**src/rtl/cdf_pkg.sv**
```systemverilog
package cdf_pkg;

    // stream field widths
    localparam int POS_FIELD_W   = 16;
    localparam int GRADE_FIELD_W = 16;
    localparam int S_TDATA_W     = POS_FIELD_W + GRADE_FIELD_W;
    localparam int CEN_W         = 16;
    localparam int M_TDATA_W     = CEN_W;

    // accumulator widths
    localparam int NUM_W = 64;
    localparam int DEN_W = 48;

    // quotient bits below the saturation point
    localparam int QUO_W     = CEN_W - 1;
    localparam int QUO_CNT_W = $clog2(QUO_W);

    localparam logic [CEN_W-1:0] CEN_MAX = {1'b0, {(CEN_W-1){1'b1}}};
    localparam logic [CEN_W-1:0] CEN_MIN = {1'b1, {(CEN_W-1){1'b0}}};

    // job queue between accumulator and divider
    localparam int QUEUE_DEPTH = 4;
    localparam int QUEUE_PTR_W = $clog2(QUEUE_DEPTH);
    localparam int QUEUE_CNT_W = $clog2(QUEUE_DEPTH + 1);

    typedef struct packed {
        logic [NUM_W-1:0] num;
        logic [DEN_W-1:0] den;
    } cdf_job_t;

    typedef struct packed {
        logic     valid;
        cdf_job_t job;
    } cdf_push_t;

    typedef enum logic [2:0] {
        DIV_IDLE,
        DIV_SETUP,
        DIV_CHECK,
        DIV_RUN,
        DIV_FORM,
        DIV_DONE
    } cdf_div_state_t;

endpackage

```
**src/rtl/cdf_queue.sv**
```systemverilog
module cdf_queue (
    input  logic                             aclk,
    input  logic                             aresetn,
    input  cdf_pkg::cdf_push_t               push,
    output logic [cdf_pkg::QUEUE_CNT_W-1:0]  count,
    output logic                             pop_valid,
    output cdf_pkg::cdf_job_t                pop_job,
    input  logic                             pop_ready
);
    import cdf_pkg::*;

    cdf_job_t                 slot_reg [QUEUE_DEPTH];
    logic [QUEUE_PTR_W-1:0]   wr_ptr_reg, rd_ptr_reg;
    logic [QUEUE_CNT_W-1:0]   count_reg;
    logic                     pop;

    assign count     = count_reg;
    assign pop_valid = count_reg != '0;
    assign pop_job   = slot_reg[rd_ptr_reg];
    assign pop       = pop_valid & pop_ready;

    always_ff @(posedge aclk) begin
        if (!aresetn) begin
            wr_ptr_reg <= '0;
            rd_ptr_reg <= '0;
            count_reg  <= '0;
        end else begin
            if (push.valid) begin
                wr_ptr_reg <= wr_ptr_reg + 1'b1;
            end
            if (pop) begin
                rd_ptr_reg <= rd_ptr_reg + 1'b1;
            end
            case ({push.valid, pop})
                2'b10:   count_reg <= count_reg + 1'b1;
                2'b01:   count_reg <= count_reg - 1'b1;
                default: count_reg <= count_reg;
            endcase
        end
    end

    always_ff @(posedge aclk) begin
        if (push.valid) begin
            slot_reg[wr_ptr_reg] <= push.job;
        end
    end

endmodule

```
**config.mk**
```make
export PLATFORM = sky130hd
export DESIGN_NAME = cdf_queue
export DESIGN_NICKNAME = d
export VERILOG_FILES = /design/src/rtl/cdf_pkg.sv /design/src/rtl/cdf_queue.sv
export SDC_FILE = /design/constraint.sdc
export NUM_CORES = 1
export LEC_CHECK = 0
export ABC_CLOCK_PERIOD_IN_PS = 4000
export BUFFER_PORTS_ARGS = -buffer_cell sky130_fd_sc_hd__buf_2
export CAP_MARGIN = 25
export CELL_PAD_IN_SITES_DETAIL_PLACEMENT = 1
export CELL_PAD_IN_SITES_GLOBAL_PLACEMENT = 1
export CORE_MARGIN = 1
export CORE_UTILIZATION = 47
export CTS_BUF_LIST = sky130_fd_sc_hd__clkbuf_2
export DETAILED_ROUTE_END_ITERATION = 12
export PLACE_DENSITY_LB_ADDON = 0.1
export SLEW_MARGIN = 10
export SYNTH_ARGS = -nofsm -noshare
export SYNTH_HDL_FRONTEND = slang
export SYNTH_SLANG_ARGS = --single-unit
```
**constraint.sdc**
```tcl
create_clock -name aclk -period 4 [get_ports aclk]
set_input_delay 0.8 -clock aclk [delete_from_list [all_inputs] [get_ports aclk]]
set_output_delay 0.8 -clock aclk [all_outputs]
set_load 0.05 [all_outputs]
```
==> metrics.yaml <==
clock_network:
  numCtsBuffers: 112
  cts_resized: 0
  worstSkewPairLatency_ns: 0.98
  clkSlewWorstSetupHoldPaths_ns: 0.10
  clock_path_buffers: 3
  cts_root_buf: "clkbuf_2"
  clock_sinks: 457
  h-tree-depth: 3
  cts_tree: "built"
detailed_routing:
  via_per_inst: 5.162
  postRouteAntennaNets: 0
  drt-total-wl_um: 35520
  wl_met2_um: 18280
  dr_total_vias: 8305
  drt-met1-wl_um: 14680
  drc: 0
  drtIter0Drc: 410
  met3_length_um: 1999
  post_drt_wl_per_cell_um: 22.08
  firstDrtPassIters: 4
  routed.top_layer: "met5"
worst_setup_path:
  cp.arrival_ns: 2.92
  r2r_end: "count[2]$_SDFFE_PN0P_"
  crit_required_ns: 3.20
  critical_path_peak_fanout: 58
  cp_slowest_stage_delay_ns: 0.62
  reg2reg_from: "count[0]$_SDFFE_PN0P_"
  ff2ff_path_depth: 7
  critPathCapture: "pop_job[73]"
  cp_cell_sequence: "buf_12 > mux4_2 > buf_2"
  critPathKind: "flop to primary output"
  cp_slowest_cell: "mux4_2"
  reg2reg_slack_ns: 1.84
  startpoint_type: "flop"
  worstSetupEndpointType: "primary output"
cells_and_area:
  regArea_sq_um: 13640
  largest_reg_flops: 448
  nets: 1199
  fillers: 3093
  drive_gt1_share_pct: 45.45
  areaGrowthSynthToFinish_pct: 22.17
  multi_input_area_sq_um: 2789
  finalInstanceArea_sq_um: 20410
die:
  start_util_pct: 48.00
  die_h_um: 190.5
  coreArea_sq_um: 34800
  dieArea_sq_um: 36300
  ios: 232
  die_x_um: 190.5
  row_count: 68
global_route:
  grt_max_degree: 63
  grt_usage_pct: 20.36
  grt_pass1_vias: 9643
  grt_overflow: 0
  grt_pass1_wl_um: 54600
  antenna_found_initial: 3
yosys:
  synth-edff-count: 448
  netlist_area_sq_um: 16700
  yosys_most_used_dff: "edfxtp_1"
  synth_top_area_share_pct: 80.53
  synth-async-reset-ratio_pct: 0
  synth.area.top_cells: "edfxtp_1 81%, mux4_2 15%, buf_12 1.1%"
  syn-num-nets: 753
  ys_types: 22
  synth_most_common_cell: "edfxtp_1"
  synthTopCellsByCount: "448 x edfxtp_1, 112 x mux4_2, 9 x buf_12, 9 x buf_2, 9 x dfxtp_1"
  ys_ff_latch: 457
  ys_warn_count: 0
  synthCells: 631
  avgSynthCellArea_sq_um: 26.47
  yosysSeqAreaShare_pct: 81.61
  yosysTopAreaCell: "edfxtp_1"
place:
  dpl_worst_slack_ns: 1.262
  dp_hpwl_um: 20820
  dpl_cell_area_sq_um: 18360
  gp_congestion: 0.7231
  place.port_buffers: 231
sta:
  drv_slew: 0
  layout_setup_ws_ns: 0.2839
  finalSetupTns_ns: 0
  rsz0062_at_grt: "no"
  clock_skew_ns: 0.03607
  finalSetupViolCount: 0
  slew_headroom_pct: 45.54
  finalCritPeriodShare_pct: 92.90
  worst_pin_slew_ns: 0.8170
  max_freq_mhz: 269.1
  hold_viol_final: 0
  fin_crit_ns: 3.716
pwr:
  powerDensity_nw_per_um2: 574.4
  ir_drop_mv: 0.5529
  p_leak_nw: 7.089
outcome:
  status: "completed"
run:
  cap_violations: 0
hold_path:
  min_path_type: "input pin to flop"
power breakdown:
part           internal [W]  switching (W)
combinational       0.00106        0.00223
sequential          0.00551       0.000123
clock               0.00105        0.00175
stage by stage:
stage | std cells | total power, W | util [%] | hold slack (ns)
final | 1609 | 0.01172 | 58.65 | 0.2547
after detailed placement | 1305 | 0.008994 | 52.77 | 0.5756
after floorplan | 631 | 0.008347 | - | 0.5202
after global routing | 1609 | 0.01226 | 58.65 | 0.1912
after global placement | 1305 | 0.008918 | 52.77 | 0.5384
after CTS | 1608 | 0.01194 | 58.64 | 0.1161
worst max-delay path: cells and delay by family (launching register included):
kind     cells  cell delay, ns
buf+inv      2            0.68
mux          1            0.62
flops        1            0.56
worst min path at each step:
| stage | startpoint | endpoint | slack, ns | cells after the start |
|---|---|---|---|---|
| floorplan | rd_ptr_reg[0]$_SDFFE_PN0P_ | flop | 0.52 | 2 |
| global placement | count[2]$_SDFFE_PN0P_ | count[2]$_SDFFE_PN0P_ | 0.54 | 2 |
| detailed placement | rd_ptr_reg[1]$_SDFFE_PN0P_ | flop | 0.58 | 2 |
| CTS | push[112] | wr_ptr_reg[1]$_SDFFE_PN0P_ | 0.12 | 3 |
| global route | push[112] | wr_ptr_reg[1]$_SDFFE_PN0P_ | 0.19 | 3 |
| finish | push[112] | wr_ptr_reg[1]$_SDFFE_PN0P_ | 0.25 | 3 |
timing repair:
action                    4_1_cts  5_1_grt
hold endpoints to repair      452        0
setup buffers                   0        0
hold buffers                  113        0
per-layer routing:
layer  GRT usage (%)  up-vias
met3           5.650       44
met4           7.477        4
met5               0        -
met2           34.15      258
met1           25.33     4332
li1                -     3667
layout by cell type (no fill, tap or decap), types with 3 or more instances in the layout:
master,instances
edfxtp_1,448
dlygate4sd3_1,113
and2_4,4
buf_2,231
inv_1,6
buf_12,7
buf_4,6
clkbuf_2,158
xnor2_1,3
ha_1,5
mux4_2,112
dfxtp_1,7
and2_1,4
nor2b_1,3
inv_2,3
clkinv_1,28
cell type report:
type | count | share of cell area [%]
Antenna cell | 1 | 0.01226
Clock buffer | 158 | 3.875
Clock inverter | 32 | 0.5947
Inverter | 6 | 0.1104
Multi-Input combinational cell | 143 | 13.67
Sequential cell | 457 | 66.84
Tap cell | 455 | 2.790
Timing Repair Buffer | 357 | 12.11
cells by family after synthesis:
family,Yosys count,share of synthesized area [%]
multiplexers,113,15.16
XOR/XNOR,5,0.2622
AO/OA/AOI/OAI,5,0.2098
flip-flops,457,81.61
buffers and inverters,31,1.753
adder cells (fa/ha/maj),6,0.4943
AND/OR/NAND/NOR,14,0.5093
No activity file was read; power rests on OpenSTA's default activity.
