File: src/rtl/cdf_pkg.sv
package cdf_pkg;

    // stream field widths
    localparam int POS_FIELD_W   = 16;
    localparam int GRADE_FIELD_W = 16;
    localparam int S_TDATA_W     = POS_FIELD_W + GRADE_FIELD_W;
    localparam int CEN_W         = 16;
    localparam int M_TDATA_W     = CEN_W;

    // accumulator widths
    localparam int NUM_W = 64;
    localparam int DEN_W = 48;

    // quotient bits below the saturation point
    localparam int QUO_W     = CEN_W - 1;
    localparam int QUO_CNT_W = $clog2(QUO_W);

    localparam logic [CEN_W-1:0] CEN_MAX = {1'b0, {(CEN_W-1){1'b1}}};
    localparam logic [CEN_W-1:0] CEN_MIN = {1'b1, {(CEN_W-1){1'b0}}};

    // job queue between accumulator and divider
    localparam int QUEUE_DEPTH = 4;
    localparam int QUEUE_PTR_W = $clog2(QUEUE_DEPTH);
    localparam int QUEUE_CNT_W = $clog2(QUEUE_DEPTH + 1);

    typedef struct packed {
        logic [NUM_W-1:0] num;
        logic [DEN_W-1:0] den;
    } cdf_job_t;

    typedef struct packed {
        logic     valid;
        cdf_job_t job;
    } cdf_push_t;

    typedef enum logic [2:0] {
        DIV_IDLE,
        DIV_SETUP,
        DIV_CHECK,
        DIV_RUN,
        DIV_FORM,
        DIV_DONE
    } cdf_div_state_t;

endpackage

File: src/rtl/cdf_div.sv
module cdf_div (
    input  logic                          aclk,
    input  logic                          aresetn,
    input  logic                          job_valid,
    input  cdf_pkg::cdf_job_t             job,
    output logic                          job_ready,
    output logic                          m_tvalid,
    input  logic                          m_tready,
    output logic [cdf_pkg::M_TDATA_W-1:0] m_tdata,
    output logic                          m_tuser
);
    import cdf_pkg::*;

    cdf_div_state_t          state_reg, state_next;

    logic [NUM_W-1:0]        num_reg;    // raw numerator, then running remainder
    logic [DEN_W-1:0]        den_reg;    // raw denominator, then its magnitude
    logic [NUM_W-1:0]        dsh_reg;
    logic [QUO_W-1:0]        q_reg;
    logic [QUO_CNT_W-1:0]    cnt_reg;
    logic                    neg_reg, zero_reg, sat_reg;
    logic [CEN_W-1:0]        cen_reg;
    logic                    undef_reg;

    logic                    sat_now;
    logic                    ge;

    assign sat_now = num_reg >= {{(NUM_W-DEN_W-QUO_W){1'b0}}, den_reg, {QUO_W{1'b0}}};
    assign ge      = num_reg >= dsh_reg;

    assign m_tdata = cen_reg;
    assign m_tuser = undef_reg;

    always_ff @(posedge aclk) begin
        if (!aresetn) begin
            state_reg <= DIV_IDLE;
        end else begin
            state_reg <= state_next;
        end
    end

    always_comb begin
        state_next = state_reg;
        job_ready  = 1'b0;
        m_tvalid   = 1'b0;
        case (state_reg)
            DIV_IDLE: begin
                job_ready = 1'b1;
                if (job_valid) begin
                    state_next = DIV_SETUP;
                end
            end
            DIV_SETUP: begin
                state_next = zero_reg ? DIV_DONE : DIV_CHECK;
            end
            DIV_CHECK: begin
                state_next = sat_now ? DIV_FORM : DIV_RUN;
            end
            DIV_RUN: begin
                if (cnt_reg == '0) begin
                    state_next = DIV_FORM;
                end
            end
            DIV_FORM: begin
                state_next = DIV_DONE;
            end
            DIV_DONE: begin
                m_tvalid = 1'b1;
                if (m_tready) begin
                    state_next = DIV_IDLE;
                end
            end
            default: begin
                state_next = DIV_IDLE;
            end
        endcase
    end

    always_ff @(posedge aclk) begin
        case (state_reg)
            DIV_IDLE: begin
                num_reg  <= job.num;
                den_reg  <= job.den;
                neg_reg  <= job.num[NUM_W-1] ^ job.den[DEN_W-1];
                zero_reg <= job.den == '0;
            end
            DIV_SETUP: begin
                num_reg   <= num_reg[NUM_W-1] ? (~num_reg + 1'b1) : num_reg;
                den_reg   <= den_reg[DEN_W-1] ? (~den_reg + 1'b1) : den_reg;
                cen_reg   <= '0;
                undef_reg <= 1'b1;
            end
            DIV_CHECK: begin
                sat_reg <= sat_now;
                dsh_reg <= {{(NUM_W-DEN_W-QUO_W+1){1'b0}}, den_reg, {(QUO_W-1){1'b0}}};
                q_reg   <= '0;
                cnt_reg <= QUO_CNT_W'(QUO_W - 1);
            end
            DIV_RUN: begin
                // one restoring step per cycle, quotient msb first
                if (ge) begin
                    num_reg <= num_reg - dsh_reg;
                end
                q_reg   <= {q_reg[QUO_W-2:0], ge};
                dsh_reg <= dsh_reg >> 1;
                cnt_reg <= cnt_reg - 1'b1;
            end
            DIV_FORM: begin
                undef_reg <= 1'b0;
                if (sat_reg) begin
                    cen_reg <= neg_reg ? CEN_MIN : CEN_MAX;
                end else begin
                    cen_reg <= neg_reg ? (~{1'b0, q_reg} + 1'b1) : {1'b0, q_reg};
                end
            end
            default: begin
            end
        endcase
    end

endmodule

File: config.mk
export PLATFORM = sky130hd
export DESIGN_NAME = cdf_div
export DESIGN_NICKNAME = d
export VERILOG_FILES = /design/src/rtl/cdf_pkg.sv /design/src/rtl/cdf_div.sv
export SDC_FILE = /design/constraint.sdc
export NUM_CORES = 1
export LEC_CHECK = 0
export BUFFER_PORTS_ARGS = -buffer_cell sky130_fd_sc_hd__buf_2
export CORE_UTILIZATION = 56
export CTS_CLUSTER_SIZE = 10
export DETAILED_ROUTE_END_ITERATION = 8
export HOLD_SLACK_MARGIN = 0.06
export PLACE_DENSITY = 0.78
export SKIP_LAST_GASP = 1
export SLEW_MARGIN = 20
export SYNTH_ARGS = -nofsm -noshare
export SYNTH_HDL_FRONTEND = slang
export SYNTH_SLANG_ARGS = --single-unit
File: constraint.sdc
create_clock -name aclk -period 5.1 [get_ports aclk]
set_clock_uncertainty 0.1 [all_clocks]
set_input_delay 0.51 -clock aclk [delete_from_list [all_inputs] [get_ports aclk]]
set_output_delay 0.51 -clock aclk [all_outputs]
set_load 0.005 [all_outputs]
==> results.toml <==
[run_status]
status = "finished, final reports clean"

[detailed_routing]
drt-vias-per-instance = 6.29
dr.pass1.iters = 5
drcViolationCount = 0
routedWlPerCell_um = 20.4
dr.first_iter.drc_count = 1701
ant_nets = 0
finalWirelength_um = 48400
via_count = 14931

[layout]
layout-drive-gt1-share_pct = 11.5
fillCellCount = 2478
syn2layout_area_growth_pct = 10.6
diodes = 0
largest_register_ffs = 64
nNetsFinal = 2205
final_core_util_pct = 63.8

[logic_synthesis]
synth.top_cell.area_share_pct = 38.2
yosysMostFrequentCell = "edfxtp_1"
synth_top_area_cell = "edfxtp_1"
synth-main-ff-cell = "edfxtp_1"
synth_area_leaders = "edfxtp_1, ha_1, xnor2_1"
synthesis.nets = 2108
synth_seq_cells = 216
synth_common_cells = "edfxtp_1, nor2_1, nand2_1"
syn-cell-area_um2 = 16700
yosysSeqAreaShare_pct = 38.6
syn_avg_cell_area_um2 = 8.92
syn_inst = 1877
synthArstFlopShare_pct = 0
yosys.cell_types.count = 74
synth_edf_count = 213
ys_warn_count = 0

[timing]
min_period_ps = 4090
slew_violations = 0
fmax_mhz = 244
setup_viol = 0
setup_tns_ps = 0
period_share_pct = 80.2
tightest_slew_ps = 998
hold_viol_final = 0
relSlewSlack_pct = 33.2
rsz0062_at_grt = "false"

[power_and_ir_drop]
power.internal_w = 0.00740
clock_power_share_pct = 12.0
switching_share_pct = 47.7
p_leak_nw = 7.35
pwr-share-comb_pct = 58.0
powerDensity_nw_per_um2 = 764
pwr-share-seq_pct = 29.9
switchingPower_w = 0.00675
vdd.ir_drop.worst_uv = 445
p_total_w = 0.0141

[clock_network]
cts-root-buf = "clkbuf_16"
cts_tree = "built"
cts_max_level = 1
clk_path_buf_depth = 3
clock_latency_ps = 550
path_clk_slew_ps = 60
cts_setup_buffers = 0
clock_sinks = 216
ctsResizeCount = 0
cts_buffers = 26
hold_buffers = 0

[job]
drv_cap = 0

[min_path]
hp-start = "aresetn"
hold_end = "state_reg[1]$_SDFFE_PN0P_"
hp-class = "in -> reg"
min_path_cells = 3

[worst_setup_path]
r2r_setup_slack_ps = 1010
crit_type = "reg -> reg"
reg2reg_depth = 12
reg2reg_to = "num_reg[29]$_DFFE_PP_"
path_max_fanout = 31
reg2reg_from = "num_reg[36]$_DFFE_PP_"
worst_setup_path_end_kind = "register"
critPathRequiredTime_ps = 5190
worstPathArrival_ps = 4180
critPathLaunchType = "register"

[placement]
gp_congestion = 0.981
port_buffers = 134
dp_hpwl_um = 36500

[global_route]
first_global_vias = 14325
grt_max_degree = 68
grt_usage_pct = 31.5
grt_first_pass_wirelength_um = 76400
gr-total-overflow = 0
antenna_found_initial = 2

[floorplanning]
rows = 62
placeableCoreArea_um2 = 29000
die_h_um = 175
initial_core_util_pct = 57.7
die_area_um2 = 30600
die_w_um = 175
io_pins = 135
## logic make-up after synthesis
| logic type | Yosys count | synth area share (%) |
|---|---|---|
| AOI/OAI and AO/OA | 509 | 19.8 |
| xor gates and xnor gates | 156 | 8.16 |
| adders and majority gates | 115 | 8.64 |
| buffers and inverters | 223 | 5.02 |
| DFF | 216 | 38.6 |
| muxes | 6 | 0.374 |
| and+or+nand+nor | 652 | 19.4 |
## power groups by stage
stage | Combinational (W) | Clock, W | Sequential [W]
3_3_place_gp | 0.00787 | 0 | 0.00417
5_1_grt | 0.00904 | 0.00178 | 0.00434
6_report | 0.00821 | 0.00170 | 0.00423
4_1_cts | 0.00808 | 0.00172 | 0.00420
2_1_floorplan | 0.00599 | 0 | 0.00393
3_5_place_dp | 0.00800 | 0 | 0.00423
## worst max-delay path, cell delays in order (launching register included)
cell      delay, ps
edfxtp_1        480
ha_1            470
nand4_1         220
or2_2           370
or3_1           390
o221a_2         250
o21ai_0         200
a21oi_1         110
o21ai_0         190
a21oi_1         110
o22ai_1         180
o21a_2          200
buf_4           430
## cell type report
class                   count  area [µm²]  share of cell area (%)
clock inverters             2        11.3                  0.0609
multi-input cells        1438        9470                    51.2
well taps                 384         480                    2.60
clock buffers              40         734                    3.97
repair buffers            156         836                    4.52
flip-flops and latches    216        6460                    34.9
inverters                 136         510                    2.76
## metal layers
metal  track usage (%)  vias to the layer above  routed length [µm]
li1                  -                     7124                   -
met1              43.4                     7035               20700
met2              49.9                      685               21600
met3              6.53                       83                4750
met4              9.31                        4                1400
met5                 0                        -                  27
## stage by stage
step / setup WS [ps] / std cells / hold slack (ps) / instance area [µm²]
after floorplan: 340 / 1877 / 422 / 16700
after global routing: 744 / 2372 / 120 / 18500
after global placement: 1200 / 2330 / 430 / 17800
final: 1010 / 2372 / 131 / 18500
after CTS: 1070 / 2372 / 103 / 18500
after detailed placement: 1080 / 2330 / 437 / 17800
## placed cells by master (no fill, tap or decap), types with 8 or more instances in the layout
| cell type | count |
|---|---|
| xnor2_1 | 113 |
| a32oi_1 | 11 |
| a211oi_1 | 11 |
| buf_4 | 22 |
| a21o_1 | 53 |
| edfxtp_1 | 213 |
| nand2_1 | 167 |
| o211ai_1 | 10 |
| o21ai_0 | 148 |
| nor2_1 | 178 |
| buf_2 | 134 |
| clkbuf_1 | 12 |
| o21bai_1 | 10 |
| nand4_1 | 42 |
| o31ai_1 | 11 |
| nor2b_1 | 14 |
| nand3_1 | 34 |
| nand2b_1 | 19 |
| or3_1 | 24 |
| a22o_1 | 36 |
| and3_1 | 19 |
| inv_1 | 136 |
| xor2_1 | 43 |
| or4_1 | 9 |
| a221oi_1 | 25 |
| a21oi_1 | 109 |
| ha_1 | 114 |
| nor4_1 | 32 |
| o21a_1 | 8 |
| clkbuf_16 | 27 |
| nor3_1 | 54 |
| a22oi_1 | 23 |
| and2_1 | 8 |
## worst max path at each step
| stage | start | endpoint | slack (ps) | depth (start not counted) |
|---|---|---|---|---|
| floorplan | num_reg[43]$_DFFE_PP_ | num_reg[0]$_DFFE_PP_ | 340 | 12 |
| global placement | num_reg[36]$_DFFE_PP_ | num_reg[29]$_DFFE_PP_ | 1200 | 12 |
| detailed placement | num_reg[36]$_DFFE_PP_ | num_reg[29]$_DFFE_PP_ | 1080 | 12 |
| CTS | num_reg[36]$_DFFE_PP_ | num_reg[30]$_DFFE_PP_ | 1070 | 12 |
| global route | num_reg[43]$_DFFE_PP_ | num_reg[29]$_DFFE_PP_ | 740 | 12 |
| finish | num_reg[36]$_DFFE_PP_ | num_reg[29]$_DFFE_PP_ | 1010 | 12 |
No activity file was read; power rests on OpenSTA's default activity.
