[src/rtl/cdf_pkg.sv]
package cdf_pkg;

    // stream field widths
    localparam int POS_FIELD_W   = 16;
    localparam int GRADE_FIELD_W = 16;
    localparam int S_TDATA_W     = POS_FIELD_W + GRADE_FIELD_W;
    localparam int CEN_W         = 16;
    localparam int M_TDATA_W     = CEN_W;

    // accumulator widths
    localparam int NUM_W = 64;
    localparam int DEN_W = 48;

    // quotient bits below the saturation point
    localparam int QUO_W     = CEN_W - 1;
    localparam int QUO_CNT_W = $clog2(QUO_W);

    localparam logic [CEN_W-1:0] CEN_MAX = {1'b0, {(CEN_W-1){1'b1}}};
    localparam logic [CEN_W-1:0] CEN_MIN = {1'b1, {(CEN_W-1){1'b0}}};

    // job queue between accumulator and divider
    localparam int QUEUE_DEPTH = 4;
    localparam int QUEUE_PTR_W = $clog2(QUEUE_DEPTH);
    localparam int QUEUE_CNT_W = $clog2(QUEUE_DEPTH + 1);

    typedef struct packed {
        logic [NUM_W-1:0] num;
        logic [DEN_W-1:0] den;
    } cdf_job_t;

    typedef struct packed {
        logic     valid;
        cdf_job_t job;
    } cdf_push_t;

    typedef enum logic [2:0] {
        DIV_IDLE,
        DIV_SETUP,
        DIV_CHECK,
        DIV_RUN,
        DIV_FORM,
        DIV_DONE
    } cdf_div_state_t;

endpackage

[src/rtl/cdf_front.sv]
module cdf_front #(
    parameter int POS_WIDTH   = 16,
    parameter int GRADE_WIDTH = 16
) (
    input  logic                              aclk,
    input  logic                              aresetn,
    input  logic                              s_tvalid,
    output logic                              s_tready,
    input  logic [cdf_pkg::S_TDATA_W-1:0]     s_tdata,
    input  logic                              s_tlast,
    input  logic [cdf_pkg::QUEUE_CNT_W-1:0]   queue_count,
    output cdf_pkg::cdf_push_t                push
);
    import cdf_pkg::*;

    localparam int PROD_W  = POS_WIDTH + GRADE_WIDTH + 1;
    localparam int DX_W    = POS_WIDTH + 1;
    localparam int GSUM_W  = GRADE_WIDTH + 1;
    localparam int NTERM_W = PROD_W + 1 + DX_W;
    localparam int DTERM_W = GSUM_W + 1 + DX_W;
    localparam int COMMIT_W = QUEUE_CNT_W + 1;

    logic                          accept;
    logic signed [POS_WIDTH-1:0]   x_in;
    logic [GRADE_WIDTH-1:0]        g_in;
    logic signed [GRADE_WIDTH:0]   g_s;

    logic signed [POS_WIDTH-1:0]   prev_x_reg;
    logic [GRADE_WIDTH-1:0]        prev_g_reg;
    logic                          have_prev_reg;

    // stage a: point product, step width, grade sum
    logic                          a_valid_reg, a_last_reg, a_have_reg;
    logic signed [PROD_W-1:0]      a_prod_reg, a_prod_next;
    logic signed [DX_W-1:0]        a_dx_reg, a_dx_next;
    logic [GSUM_W-1:0]             a_gsum_reg, a_gsum_next;
    logic signed [PROD_W-1:0]      prod_prev_reg;

    // stage b: trapezoid terms
    logic                          b_valid_reg, b_last_reg, b_have_reg;
    logic signed [PROD_W:0]        psum;
    logic signed [GSUM_W:0]        gsum_s;
    logic signed [NTERM_W-1:0]     b_nterm_reg, b_nterm_next;
    logic signed [DTERM_W-1:0]     b_dterm_reg, b_dterm_next;

    // accumulators
    logic [NUM_W-1:0]              num_reg, num_next, nterm_ext;
    logic [DEN_W-1:0]              den_reg, den_next, dterm_ext;

    logic [COMMIT_W-1:0]           committed;

    assign x_in = s_tdata[POS_WIDTH-1:0];
    assign g_in = s_tdata[POS_FIELD_W +: GRADE_WIDTH];
    assign g_s  = {1'b0, g_in};

    // queue slots held by stored jobs plus run ends still in flight
    assign committed = {1'b0, queue_count}
                     + COMMIT_W'(a_valid_reg & a_last_reg)
                     + COMMIT_W'(b_valid_reg & b_last_reg);
    assign s_tready  = committed < COMMIT_W'(QUEUE_DEPTH);
    assign accept    = s_tvalid & s_tready;

    assign a_prod_next = x_in * g_s;
    assign a_dx_next   = {x_in[POS_WIDTH-1], x_in} - {prev_x_reg[POS_WIDTH-1], prev_x_reg};
    assign a_gsum_next = {1'b0, g_in} + {1'b0, prev_g_reg};

    assign psum         = {a_prod_reg[PROD_W-1], a_prod_reg}
                        + {prod_prev_reg[PROD_W-1], prod_prev_reg};
    assign gsum_s       = {1'b0, a_gsum_reg};
    assign b_nterm_next = psum * a_dx_reg;
    assign b_dterm_next = gsum_s * a_dx_reg;

    assign nterm_ext = {{(NUM_W-NTERM_W){b_nterm_reg[NTERM_W-1]}}, b_nterm_reg};
    assign dterm_ext = {{(DEN_W-DTERM_W){b_dterm_reg[DTERM_W-1]}}, b_dterm_reg};
    assign num_next  = num_reg + (b_have_reg ? nterm_ext : '0);
    assign den_next  = den_reg + (b_have_reg ? dterm_ext : '0);

    assign push.valid   = b_valid_reg & b_last_reg;
    assign push.job.num = num_next;
    assign push.job.den = den_next;

    always_ff @(posedge aclk) begin
        if (!aresetn) begin
            have_prev_reg <= 1'b0;
            a_valid_reg   <= 1'b0;
            b_valid_reg   <= 1'b0;
            num_reg       <= '0;
            den_reg       <= '0;
        end else begin
            a_valid_reg <= accept;
            b_valid_reg <= a_valid_reg;
            if (accept) begin
                have_prev_reg <= ~s_tlast;
            end
            if (b_valid_reg) begin
                if (b_last_reg) begin
                    num_reg <= '0;
                    den_reg <= '0;
                end else begin
                    num_reg <= num_next;
                    den_reg <= den_next;
                end
            end
        end
    end

    always_ff @(posedge aclk) begin
        if (accept) begin
            prev_x_reg <= x_in;
            prev_g_reg <= g_in;
            a_last_reg <= s_tlast;
            a_have_reg <= have_prev_reg;
            a_prod_reg <= a_prod_next;
            a_dx_reg   <= a_dx_next;
            a_gsum_reg <= a_gsum_next;
        end
        if (a_valid_reg) begin
            prod_prev_reg <= a_prod_reg;
            b_last_reg    <= a_last_reg;
            b_have_reg    <= a_have_reg;
            b_nterm_reg   <= b_nterm_next;
            b_dterm_reg   <= b_dterm_next;
        end
    end

endmodule

[config.mk]
export PLATFORM = sky130hd
export DESIGN_NAME = cdf_front
export DESIGN_NICKNAME = d
export VERILOG_FILES = /design/src/rtl/cdf_pkg.sv /design/src/rtl/cdf_front.sv
export SDC_FILE = /design/constraint.sdc
export NUM_CORES = 2
export LEC_CHECK = 0
export ABC_AREA = 1
export BUFFER_PORTS_ARGS = -buffer_cell sky130_fd_sc_hd__buf_4
export CORE_MARGIN = 1.5
export CORE_UTILIZATION = 60
export CTS_BUF_LIST = sky130_fd_sc_hd__clkbuf_4 sky130_fd_sc_hd__clkbuf_8
export DETAILED_ROUTE_END_ITERATION = 6
export PLACE_DENSITY = 0.78
export SLEW_MARGIN = 25
export SYNTH_ARGS = -nofsm -noshare
export SYNTH_HDL_FRONTEND = slang
export SYNTH_SLANG_ARGS = --single-unit
export TNS_END_PERCENT = 1
[constraint.sdc]
create_clock -name aclk -period 14.4 [get_ports aclk]
set_clock_uncertainty 0.1 [all_clocks]
set_input_delay 1.44 -clock aclk [delete_from_list [all_inputs] [get_ports aclk]]
set_output_delay 1.44 -clock aclk [all_outputs]
set_load 0.1 [all_outputs]
==> results.tsv <==
stage	metric	value	unit
worst_setup_path	crit_arrival	8740	ps
logic_synthesis	avgSynthCellArea	7.38	sq um
die	die_y	330	microns
logic_synthesis	synth_top_flop_cell	edfxtp_1	
timing	fmax	0.120	GHz
logic_synthesis	synth_nets	10300	
cts	cts_sinks	337	
cts	numCtsBuffers	70	
die	die-area	109000	sq um
global_routing	grt_use_total	35.4	%
global_routing	grt_pass1_wl	302000	microns
logic_synthesis	synth_fa_ha_area_share	41.0	%
worst_setup_path	start_kind	flop	
drt	route.detailed.drc	0	
logic_synthesis	ys_seq_area_share	14.0	%
worst_setup_path	cpMaxStageDelayCell	fa_1	
final_layout	syn2layout_area_growth	5.90	%
placed_design	hpwl	154000	microns
cts	cts_tree	yes	
cts	clk_latency	750	ps
worst_setup_path	end_kind	flop	
logic_synthesis	synth-simple-area-share	22.3	%
placed_design	io_buffer_count	152	
cts	clk_pin_slew	60	ps
worst_setup_path	path_max_fanout	10	
timing	tightest_slew	1150	ps
logic_synthesis	synthesis.area	64200	sq um
drt	drt_iter0_drc	4250	
cts	post_cts_resized	0	
worst_setup_path	slowest_delay	550	ps
job	drv_cap	0	
worst_hold_path	hold_path_class	flop to flop	
drt	via_count	55900	
logic_synthesis	syn_inst	8706	
die	ios	153	
logic_synthesis	yosysTopAreaCellShare	30.4	%
cts	cts.path.max_buffers	3	
cts	postCtsHoldBufs	0	
worst_setup_path	crit_top_cell	fa_1	
cts	htree_levels	3	
placed_design	routabilityCongestion	1.01	
die	num_rows	119	
drt	drt_first_pass_iters	5	
timing	period_needed	8330	ps
logic_synthesis	yosys.area.top_type	fa_1	
cts	post_cts_buffers	0	
logic_synthesis	synthXorXnorAreaFrac	2.79	%
timing	finalCritPeriodShare	57.9	%
worst_setup_path	critPathRequiredTime	14800	ps
die	die_w	330	microns
global_routing	grt_max_degree	89	
timing	setup_viol	0	
global_routing	grt_pass1_vias	57700	
drt	wl	190000	microns
timing	hold_violations	0	
final_layout	nNetsFinal	10300	
logic_synthesis	ys.warnings.count	0	
timing	fin_setup_tns	0	ps
logic_synthesis	ys_async_sr_fraction	0	%
timing	max_slew_margin	22.8	%
drt	wl_per_cell	18.7	microns
final_layout	layout-drive-gt1-share	4.47	%
logic_synthesis	synth_cell_types	51	
logic_synthesis	synthMuxAreaShare	0	%
drt	avgViaCountPerCell	5.49	
logic_synthesis	synth_top_family_by_area	adder cells	
worst_setup_path	critPathKind	flop to flop	
die	coreArea	106000	sq um
cts	root_buffer	clkbuf_8	
status	outcome	finished clean	
worst_setup_path	r2r_slack	6070	ps
global_routing	grt_remaining_overflow	0	
logic_synthesis	synth-seq-cells	337	
drt	ant_nets	0	
logic_synthesis	synthTopCellsByArea	fa_1 30%, nand2_1 14%, inv_1 12%	
logic_synthesis	synth_edf_count	222	
logic_synthesis	synth-compound-area-share	5.95	%
final_layout	largest_register_ffs	64	
timing	slew_viol_final	0	
die	start_util	60.7	%
timing	rsz0062_at_grt	no	
global_routing	antenna_found_initial	1	
metrics by stage:
stage                     utilization, %  worst slack (ps)  cells  area, sq um  hold slack [ps]
final                               64.3              6070  10200        68000              339
after detailed placement            62.9              6220  10000        66500              314
after global routing                64.3              5690  10200        68000              351
after CTS                           64.3              6210  10200        68000              344
after global placement              62.9              6250  10000        66500              310
after floorplan                        -              7380   8706        64200              300
cell usage after synthesis (3+ instances only):
library cell	n
nand2_1	2400
o21ai_0	143
o21bai_1	46
nand3_2	3
inv_1	2125
or2_2	36
xnor2_1	49
nand4_1	58
a21boi_0	14
dfxtp_1	115
nor4_1	7
a21oi_1	411
nand3b_1	9
buf_1	17
buf_2	11
o21ai_1	8
nor2_1	650
ha_1	544
o211ai_1	12
fa_1	975
xor2_2	3
inv_2	7
o21a_1	7
clkbuf_1	211
a21o_1	18
o221ai_1	3
edfxtp_1	222
and2_1	54
clkinv_1	5
nand2_2	14
xor2_1	150
nor3_1	44
and3_1	16
a31oi_1	20
nand3_1	277
critical path: cells and delay by family, from the launching register on:
kind	cells	cell delay (ps)
adders and majority gates	9	4030
AOI/OAI and AO/OA	6	1370
and+or+nand+nor	9	1160
buffers and inverters	7	770
DFF	1	350
xor gates and xnor gates	1	330
path summary, 6_finish.rpt:
path                      start              end  cells past startpoint
setup / recovery  a_prod_reg[0]  b_nterm_reg[31]                     32
hold / removal       a_have_reg       b_have_reg                      0
setup reg to reg  a_prod_reg[0]  b_nterm_reg[31]                     32
hold reg to reg      a_have_reg       b_have_reg                      0
per-layer routing:
layer	wire length [microns]	track usage (%)	up-vias	share of wire, %
met4	10100	17.1	0	5.3
li1	-	-	26000	-
met2	89600	59.5	2535	47
met1	74500	44.5	26800	39
met3	15600	5.96	592	8.2
met5	0	0	-	0
cell type report:
type / instances / area, sq um
clock inverters: 30 / 295
well taps: 1391 / 1740
clock buffers: 97 / 1220
flip-flops and latches: 337 / 8970
inverters: 2137 / 8030
multi-input cells: 5990 / 46300
diodes: 1 / 2.50
fillers: 9530 / 37700
repair buffers: 193 / 1460
cells in the final DEF, fill, tap and decap left out, drive strengths merged, types with 9 or more instances in the layout:
master and n:
a21oi 412, edfxtp 222, nand2 2415, nand3b 9, nand3 280, clkinv 23
a31oi 20, ha 544, xor2 153, o21bai 46, o211ai 12, nand4 58
and3 16, xnor2 49, inv 2132, and2 55, dfxtp 115, clkbuf 97
buf 193, o21ai 153, nor2 651, nor3 44, fa 975, or2 37
a21boi 17, a21o 18
cells by family after synthesis:
group,count (synthesis)
xor+xnor,202
flops,337
simple gates,3572
fa+ha+maj,1519
buf+inv,2379
compound gates,697
Power is left out: the tool's default activity adds up to more than one toggle a clock period on the data nets, which glitch-free logic cannot reach.
